--- config.mk ---
export PLATFORM = sky130hd
export DESIGN_NAME = sdb_div_step
export DESIGN_NICKNAME = d
export VERILOG_FILES = /design/src/hdl/spectral_deconvolution_bin_assert.svh /design/src/hdl/sdb_pkg.sv /design/src/hdl/sdb_div_step.sv
export SDC_FILE = /design/constraint.sdc
export NUM_CORES = 1
export LEC_CHECK = 0
export ABC_AREA = 1
export BUFFER_PORTS_ARGS = -buffer_cell sky130_fd_sc_hd__buf_2
export CAP_MARGIN = 20
export CORE_AREA = 4 4 310 312
export CTS_BUF_LIST = sky130_fd_sc_hd__clkbuf_4 sky130_fd_sc_hd__clkbuf_8
export DETAILED_ROUTE_END_ITERATION = 10
export DIE_AREA = 0 0 314 316
export PLACE_DENSITY_LB_ADDON = 0.08
export RECOVER_POWER = 50
export SETUP_SLACK_MARGIN = 0.2
export SYNTH_ARGS = -nofsm -noshare
export SYNTH_HDL_FRONTEND = slang
export SYNTH_SLANG_ARGS = --single-unit
--- constraint.sdc ---
create_clock -name clk -period 1.9 [get_ports clk]
set_input_delay 0.095 -clock clk [delete_from_list [all_inputs] [get_ports clk]]
set_output_delay 0.095 -clock clk [all_outputs]
set_load 0.005 [all_outputs]
--- src/hdl/spectral_deconvolution_bin_assert.svh ---
// Assertion helpers for the spectral deconvolution bin.
`ifndef SPECTRAL_DECONVOLUTION_BIN_ASSERT_SVH
`define SPECTRAL_DECONVOLUTION_BIN_ASSERT_SVH

// Check a condition at every clock edge out of reset.
`define SDB_ASSERT(lbl, cond, msg) \
    lbl: assert property (@(posedge clk) disable iff (!rst_n) (cond)) else $error(msg);

// Check a condition in the cycle after a trigger.
`define SDB_ASSERT_NEXT(lbl, ante, cons, msg) \
    lbl: assert property (@(posedge clk) disable iff (!rst_n) (ante) |=> (cons)) \
        else $error(msg);

`endif

--- src/hdl/sdb_pkg.sv ---
package sdb_pkg;

    localparam int DW   = 32;          // field width
    localparam int CW   = DW + 1;      // padded kernel real part
    localparam int PRW  = 2 * DW + 1;  // magnitude products
    localparam int SUMW = PRW + 2;     // signed sum of two products
    localparam int DENW = PRW + 1;     // divisor C*C + D*D
    localparam int NMW  = PRW;         // numerator magnitude
    localparam int NW   = 3 * DW;      // numerator times weight
    localparam int QW   = DW + 1;      // quotient bits kept
    localparam int CMPW = DENW + QW;   // shifted divisor

    typedef struct packed {
        logic [NW-1:0] rem;
        logic [QW-1:0] q;
        logic          neg;
        logic          ovf;
    } lane_t;

    typedef struct packed {
        logic [DENW-1:0] den;
        lane_t           re;
        lane_t           im;
        logic            zero;
        logic [DW-1:0]   a;
        logic [DW-1:0]   b;
    } item_t;

endpackage

--- src/hdl/sdb_div_step.sv ---
module sdb_div_step
    import sdb_pkg::*;
#(
    parameter int BIT = QW - 1
)
(
    input  logic  clk,
    input  logic  rst_n,
    input  logic  en,
    input  logic  vld,
    input  item_t item,
    output logic  out_vld,
    output item_t out_item
);

    logic            vld_reg;
    item_t           item_reg;
    item_t           item_next;
    logic [CMPW-1:0] dsh;

    function automatic lane_t lane_step(lane_t l, logic [CMPW-1:0] d);
        lane_t r;
        r = l;
        if (CMPW'(l.rem) >= d)
        begin
            r.rem    = l.rem - d[NW-1:0];
            r.q[BIT] = 1'b1;
        end
        return r;
    endfunction

    assign dsh = CMPW'(item.den) << BIT;

    always_comb
    begin
        item_next    = item;
        item_next.re = lane_step(item.re, dsh);
        item_next.im = lane_step(item.im, dsh);
    end

    always_ff @(posedge clk or negedge rst_n)
    begin
        if (!rst_n)
        begin
            vld_reg <= 1'b0;
        end
        else if (en)
        begin
            vld_reg <= vld;
        end
    end

    always_ff @(posedge clk)
    begin
        if (en)
        begin
            item_reg <= item_next;
        end
    end

    assign out_vld  = vld_reg;
    assign out_item = item_reg;

endmodule

==> results of run 1 <==
==> layout make-up <==
class | instances | area share [%]
diodes | 9 | 0.0526
well taps | 1254 | 3.67
clock inverters | 35 | 0.570
clock buffers | 103 | 2.95
flip-flops and latches | 394 | 27.6
repair buffers | 1795 | 29.7
multi-input cells | 2392 | 28.8
inverters | 743 | 6.63
==> path summary, 6_finish.rpt <==
| kind | slack, ns | cells after the start | endpoint | from |
|---|---|---|---|---|
| setup / recovery | 0.07 | 11 | out_item[306] | item[392] |
| hold / removal | -0.26 | 3 | out_item[283] | item[283] |
| setup reg to reg | 1.15 | 1 | out_vld | out_vld |
| hold reg to reg | 0.52 | 1 | out_vld | out_vld |
| max in group asynchronous | 1.55 | 3 | out_vld | rst_n |
| min in group asynchronous | 0.24 | 3 | out_vld | rst_n |
==> flip-flops by register name, summed over array words and instances (netlist names) <==
name and cells:
out_vld 1, out_item 393
==> synth_stat cells (6+ instances only) <==
master    number  area, um^2
buf_2          9        45.0
buf_6         13         146
nor2_2        16         100
clkbuf_1      11        41.3
nand2_1     1490        5590
nor3_1        20         100
nand2_2       12        75.1
edfxtp_1     393       11800
a21oi_1       85         425
and2_1         6        37.5
nand4_1       12        75.1
nand3_1      206        1030
nor4_1        10        62.6
ha_1         128        1600
nand3_2       43         430
inv_1        738        2770
xor2_1        61         534
o21ai_0        9        45.0
nor2_1       242         908
nand3b_1      24         180
==> through the flow <==
stage	instances	setup slack, ns
floorplan	3569	-0.00384
global placement	6171	-0.766
detailed placement	6171	-0.765
CTS	6707	0.168
global route	6724	0.0211
finish	6725	0.0738
==> layout by cell type (no fill, tap or decap), types with 78 or more instances in the layout <==
cell,instances
ha_1,84
nor2_1,208
nand3_1,193
clkbuf_8,78
edfxtp_1,393
a21oi_1,78
nand2_1,1447
buf_2,699
buf_4,552
clkbuf_1,97
inv_1,707
dlygate4sd3_1,398
==> what timing repair did <==
action	4_1_cts	5_1_grt
endpoints found under the setup margin	128	130
pin swaps	4	9
gates resized for setup	45	108
setup buffers	3	5
hold buffers	395	3
cloned	0	1
hold endpoints to repair	551	6
==> power groups by stage <==
stage	Clock, mW	Combinational, mW	Sequential [mW]
2_1_floorplan	0	3.19	10.9
5_1_grt	9.36	9.49	10.7
4_1_cts	8.94	8.56	10.7
6_report	8.62	8.64	10.7
3_5_place_dp	0	7.80	10.8
3_3_place_gp	0	7.82	10.8
==> worst min-delay path, cell delays in order <==
cell     delay, ns
buf_2         0.12
nand3_1       0.08
nand2_1       0.07
==> layer usage <==
metal | part of all wire [%] | vias to the layer above | track usage, %
li1 | - | 14700 | -
met1 | 42 | 13400 | 31.2
met2 | 51 | 728 | 46.6
met3 | 4.6 | 158 | 3.36
met4 | 2.7 | 6 | 7.36
met5 | 0.032 | - | 0
==> cell families (layout without fill, tap and decap cells) <==
logic type | after synthesis | count (layout) | synth area share, %
XOR/XNOR | 62 | 62 | 2.06
AND/OR/NAND/NOR | 2096 | 2096 | 33.1
other | 0 | 9 | 0
buffers and inverters | 783 | 2676 | 11.8
adder cells (fa/ha/maj) | 130 | 130 | 6.22
flip-flops | 394 | 394 | 44.8
multiplexers | 1 | 1 | 0.0427
AO/OA/AOI/OAI | 103 | 103 | 2.07
==> out/metrics.csv, run 1 <==
metric;value;unit
layout cells sized above 1;30.9;%
final setup violating endpoints;0;
number of flops mapped to enable cells by yosys;393;
crit path cell chain;dlygate4sd3_1 > clkbuf_1 > nor2_1 > buf_4 > a22oi_1 > nand3_2 > nor2_4 > nand2_4 > buf_12 > nand3_1 > nand2_1;
Clock power frac;30.8;%
Die W;314;um
final instance area;42800;um^2
Flop pwr share;38.2;%
synth warn;0;
Worst-Margin Slew;1.21;ns
CP max stage cell;dlygate4sd3_1;
setup TNS;0;ns
unrepaired setup endpoints after global routing;yes;
Worst Path Buf+Inv;4;
post-route clock period utilization;96.1;%
Sw Share;31.7;%
Peak VDD IR;0.423;mV
Clock Latency Late Sink;0.68;ns
Port Buffers;790;
H-tree Lvls;3;
LEAKAGE;22.4;nW
synthesized area per cell;7.40;um^2
Slew Viols, Final;0;
critical path arrival;2.25;ns
clk sinks;394;
Crit path largest cell delay;0.57;ns
1st-iter DRT viols;1749;
Synth cell types;43;
Via Count;29000;
Slew headroom;19.6;%
CP Launch Type;primary input;
max-capacitance violation count;0;
Seq/Total Area, Yosys;44.8;%
core box area;93000;um^2
chip height;316;um
Setup CP Type;in2reg;
Worst-path clk slew;0.06;ns
CTS max path bufs;3;
P per Cell Area;653;nW/um^2
GPL Wtd Cong;0.947;
outcome;finished, violations left;
failing checks;negative hold slack;
crit path capture type;register;
number of global-route vias before repair;29400;
Area Overhead vs Synth;62.1;%
row cnt;112;
ys flop type;edfxtp_1;
Net Switching;8.85;mW
worst hold path type;in2reg;
die area;99200;um^2
Fill cells;9765;
Starting Density;28.4;%
final core utilization;46.0;%
WHS;-0.260;ns
fraction of registers with async set/reset;0.254;%
Final Hold Fails;3;
Int Power;19.1;mW
syn_nets;4096;
Critical Path Fanout Max;23;
Routed Antenna Nets;0;
CTS tree;done;
global route overflow;0;
worst-case clock skew;0;ns
# nets final;5929;
FF+latch count, synth;394;
post-synthesis cell count;3569;
total CTS buffers;76;
cell family with the largest share of critical-path delay;buffers and inverters;
number of remaining DRC errors;0;
antenna violations before repair;17;
global-route wire length before repair;187000;um
TritonRoute pass-1 iters;8;
Required @ worst endpoint;2.32;ns
final WL;131000;um
Reg area;11800;um^2
pin count of the biggest net entering global routing;60;
Routed WL per cell;19.5;um
area of the multi-input gates;12300;um^2
vias per std cell;4.31;
Area after DPL;36800;um^2
DP HPWL;109000;um
fmax;548;MHz
Final Critical Period;1.83;ns
# IOs;791;
mapped cell area;26400;um^2
CTS root buf;clkbuf_8;
Pwr Total;27.9;mW
combinational power share;30.9;%
gr usage total;25.4;%
Power figures use the tool's default switching activity.
==> run 2: changes to the inputs <==
Settings changed: CORE_AREA 4 4 310 312 to 4 4 303 305, DIE_AREA 0 0 314 316 to 0 0 307 309.
Clock period 1.9 ns to 1.87 ns, I/O delays scaled along.
==> out/metrics.csv, run 2 (synthesis results as in run 1) <==
metric;value;unit
unrepaired setup endpoints after global routing;yes;
total CTS buffers;74;
core box area;89300;um^2
global route overflow;0;
worst-case clock skew;0;ns
Area after DPL;37100;um^2
H-tree Lvls;3;
Starting Density;29.6;%
Die W;307;um
WHS;-0.257;ns
Pwr Total;28.3;mW
placed instance count;6159;
CTS root buf;clkbuf_8;
layout cells sized above 1;32.9;%
GPL Wtd Cong;0.974;
max-capacitance violation count;0;
DP HPWL;108000;um
Setup CP Type;in2reg;
1st-iter DRT viols;1625;
Final Hold Fails;2;
global-route wire length before repair;186000;um
Final Critical Period;1.88;ns
# nets final;6026;
Int Power;19.2;mW
Peak VDD IR;0.546;mV
outcome;finished, violations left;
CP Launch Type;primary input;
fmax;533;MHz
dpl ws;-1.02;ns
chip height;309;um
Post-Layout Cell Count;6744;
Flop pwr share;38.3;%
Routed Antenna Nets;0;
pin count of the biggest net entering global routing;58;
LEAKAGE;23.1;nW
Worst-path clk slew;0.06;ns
failing checks;negative hold slack, negative setup slack;
final WL;132000;um
number of remaining DRC errors;0;
TritonRoute pass-1 iters;5;
combinational power share;32.0;%
clk sinks;394;
CTS max path bufs;3;
gr usage total;26.6;%
number of global-route vias before repair;29400;
post-route clock period utilization;100;%
Area Overhead vs Synth;66.6;%
final instance area;44000;um^2
Worst-Margin Slew;1.39;ns
# IOs;791;
Required @ worst endpoint;2.45;ns
die area;94900;um^2
row cnt;110;
Routed WL per cell;19.6;um
Net Switching;9.15;mW
worst hold path type;in2reg;
antenna violations before repair;18;
Clock Latency Late Sink;0.69;ns
Slew headroom;7.13;%
Clock power frac;29.8;%
Slew Viols, Final;0;
Sw Share;32.3;%
vias per std cell;4.37;
Via Count;29500;
P per Cell Area;645;nW/um^2
critical path arrival;2.45;ns
Port Buffers;790;
max reg flops;393;
CTS tree;done;
crit path capture type;register;
commonest non-fill, non-tap cells in the layout;nand2_1, inv_1, buf_2, buf_4, dlygate4sd3_1;
Setup WS post-layout;-0.00663;ns
most common cell after layout, fill and taps aside;nand2_1;
Critical Path Fanout Max;8;
final setup violating endpoints;1;
## run 2: layer usage
metal  share of wire [%]  up-vias  routed length, um  GRT usage (%)
met2                  50      832              66100           48.1
met1                  41    13600              54800           32.2
li1                    -    14900                  -              -
met3                 5.4      171               7120           4.48
met5               0.042        -                 55              0
met4                 3.1        8               4050           8.75
## run 2: final timing paths
| path | depth (start not counted) | startpoint | to | slack [ns] |
|---|---|---|---|---|
| worst min register to register | 2 | out_vld | out_vld | 1.14 |
| worst max register to register | 2 | out_vld | out_vld | 0.51 |
| max in group asynchronous | 3 | rst_n | out_vld | 1.53 |
| worst max-delay path | 14 | item[390] | out_item[281] | -0.007 |
| min in group asynchronous | 3 | rst_n | out_vld | 0.23 |
| worst min-delay path | 3 | item[137] | out_item[137] | -0.26 |
## run 2: worst max-delay path: stages
cell	delay (ns)
buf_8	0.08
clkinvlp_4	0.23
ha_4	0.38
nand2_4	0.05
nor3_4	0.15
nor3b_4	0.32
nand2_2	0.15
nor3_4	0.24
nand2_8	0.11
nand2_8	0.13
buf_12	0.18
clkbuf_16	0.18
nand2_1	0.05
nand2_1	0.07
## run 2: per-stage QoR
stage	utilization [%]	setup TNS [ns]
after floorplan	-	-2.26
after global placement	41.6	-111.28
after detailed placement	41.6	-110.26
after CTS	48.4	0
after global routing	49.2	0
final	49.2	-0.00663
## run 2: timing repair
item / 4_1_cts / 5_1_grt
pin swaps: 14 / 41
hold buffers: 396 / 6
resized for setup: 101 / 161
endpoints found under the setup margin: 130 / 130
setup buffers: 14 / 11
hold endpoints to repair: 637 / 7
cloned: 5 / 8
## run 2: area by class of cell
cell class | count | area (um^2)
fill | 9159 | 45400
timing repair buffer | 1894 | 13800
multi-input combinational | 2392 | 12600
sequential | 394 | 11800
inverter | 743 | 2850
tap | 1176 | 1470
clock buffer | 93 | 1170
clock inverter | 39 | 260
antenna | 13 | 32.5
## run 2: power by group through the flow
| stage | Sequential (mW) | Clock (mW) | Combinational (mW) |
|---|---|---|---|
| final | 10.8 | 8.44 | 9.07 |
| after global routing | 10.9 | 9.17 | 9.89 |
| after CTS | 10.8 | 8.77 | 8.91 |
| after detailed placement | 11.0 | 0 | 8.02 |
| after global placement | 11.0 | 0 | 8.04 |
| after floorplan | 11.1 | 0 | 3.24 |
==> run 3: changes to the inputs <==
Settings changed: CORE_AREA 4 4 303 305 to 4 4 305 307, CTS_BUF_LIST sky130_fd_sc_hd__clkbuf_4 sky130_fd_sc_hd__clkbuf_8 to sky130_fd_sc_hd__clkbuf_16, DIE_AREA 0 0 307 309 to 0 0 309 311.
==> out/metrics.csv, run 3 (synthesis results as in run 1) <==
metric;value;unit
most common cell after layout, fill and taps aside;nand2_1;
r2r startpoint;out_vld;
met2 usage;47.8;%
vias per std cell;4.41;
Clock Latency Late Sink;0.61;ns
Final Hold Fails;1;
Pwr Total;29.1;mW
Slew headroom;35.8;%
H-tree Lvls;2;
Setup CP Type;in2reg;
Starting Density;29.3;%
worst-case clock skew;0;ns
Worst-path clk slew;0.06;ns
CTS tree;done;
crit path capture type;register;
antenna violations before repair;14;
placed instance count;6104;
failing checks;negative hold slack, negative setup slack;
Post-Layout Cell Count;6644;
unrepaired setup endpoints after global routing;yes;
global-route wire length before repair;188000;um
number of remaining DRC errors;0;
Fill cells;9153;
layout cells sized above 1;34.2;%
number of global-route vias before repair;29600;
max reg flops;393;
crit path cell chain;clkbuf_1 > inv_2 > ha_1 > nand2_1 > inv_1 > nand2_1 > nor2_2 > nand2_2 > nor2_4 > nand3_2 > nand2_2 > a21oi_4 > buf_4 > clkbuf_16 > nand3_2 > nand2_1;
global route overflow;0;
core box area;90000;um^2
GPL Wtd Cong;0.953;
# IOs;791;
WHS;-0.146;ns
gr busiest metal;met2;
GR Util met1;32.2;%
Die W;309;um
Slew Viols, Final;0;
Required @ worst endpoint;2.24;ns
final core utilization;49.1;%
CP Launch Point;item[343];
outcome;finished, violations left;
pin count of the biggest net entering global routing;68;
gr usage total;26.4;%
CP max stage cell;ha_1;
Final Critical Period;1.90;ns
1st-iter DRT viols;1836;
final setup violating endpoints;18;
worst hold path type;in2reg;
CP Launch Type;primary input;
row cnt;110;
# nets final;5949;
DP HPWL;109000;um
die area;96100;um^2
GR Util met3;3.77;%
final instance area;44200;um^2
post-route clock period utilization;101;%
crit-path most repeated cell;nand2_1;
chip height;311;um
commonest non-fill, non-tap cells in the layout;nand2_1, buf_2, inv_1, buf_4, dlygate4sd3_1;
Worst-Margin Slew;0.963;ns
CTS max path bufs;3;
clk sinks;394;
Peak VDD IR;0.663;mV
total CTS buffers;50;
Port Buffers;790;
LEAKAGE;22.9;nW
Routed Antenna Nets;0;
Setup WS post-layout;-0.0259;ns
HP Start;item[264];
Via Count;29300;
TritonRoute pass-1 iters;5;
Area Overhead vs Synth;67.4;%
Routed WL per cell;20.1;um
Area after DPL;36800;um^2
max-capacitance violation count;0;
final WL;134000;um
Crit path largest cell delay;0.32;ns
CTS root buf;clkbuf_16;
P per Cell Area;659;nW/um^2
fmax;527;MHz
critical path arrival;2.26;ns
Critical Path Fanout Max;13;
[run 3: layer usage]
metal / wire length [um] / vias to the layer above
met2: 66700 / 792
met4: 4500 / 8
met1: 55300 / 13600
met5: 53 / -
met3: 7030 / 172
li1: - / 14800
[run 3: final timing paths]
| kind | end | slack (ns) | cells after the start |
|---|---|---|---|
| setup / recovery | out_item[158] | -0.03 | 16 |
| hold / removal | out_item[264] | -0.15 | 3 |
| setup reg to reg | out_vld | 1.13 | 1 |
| hold reg to reg | out_vld | 0.51 | 1 |
| max in group asynchronous | out_vld | 1.44 | 3 |
| min in group asynchronous | out_vld | 0.33 | 3 |
[run 3: metrics by stage]
step / setup slack (ns) / TNS [ns] / hold slack [ns]
2_1_floorplan: -0.0323 / -2.26 / -0.202
3_3_place_gp: -0.756 / -91.93 / -0.130
3_5_place_dp: -0.745 / -87.05 / -0.131
4_1_cts: 0.0487 / 0 / -0.287
5_1_grt: -0.0916 / -4.45 / -0.156
6_report: -0.0259 / -0.146 / -0.146
[run 3: cell type report]
type	instances	area [um^2]	share of cell area [%]
diodes	8	20.0	0.0453
clock buffers	50	1250	2.83
clock inverters	40	256	0.580
inverters	743	2860	6.47
multi-input cells	2393	13100	29.7
flip-flops and latches	394	11800	26.8
well taps	1176	1470	3.33
repair buffers	1840	13400	30.3
[run 3: worst max-delay path, delay by kind of cell]
family,cells,cell delay (ns)
AND/OR/NAND/NOR,9,0.90
adder cells (fa/ha/maj),1,0.32
buffers and inverters,5,0.79
AO/OA/AOI/OAI,1,0.10
[run 3: where the power goes]
group / switching [mW] / total (mW) / leakage [nW] / internal, mW
Sequential: 0.232 / 10.8 / 3.86 / 10.6
Combinational: 5.03 / 9.21 / 18.3 / 4.18
Clock: 3.95 / 9.07 / 0.773 / 5.12
[run 3: timing repair]
| item | CTS | global route |
|---|---|---|
| gates resized for setup | 157 | 243 |
| hold endpoints to repair | 406 | 4 |
| pin swaps | 20 | 23 |
| cloned | 6 | 10 |
| endpoints found under the setup margin | 130 | 130 |
| buffers inserted | 22 | 8 |
| hold buffers | 393 | 3 |
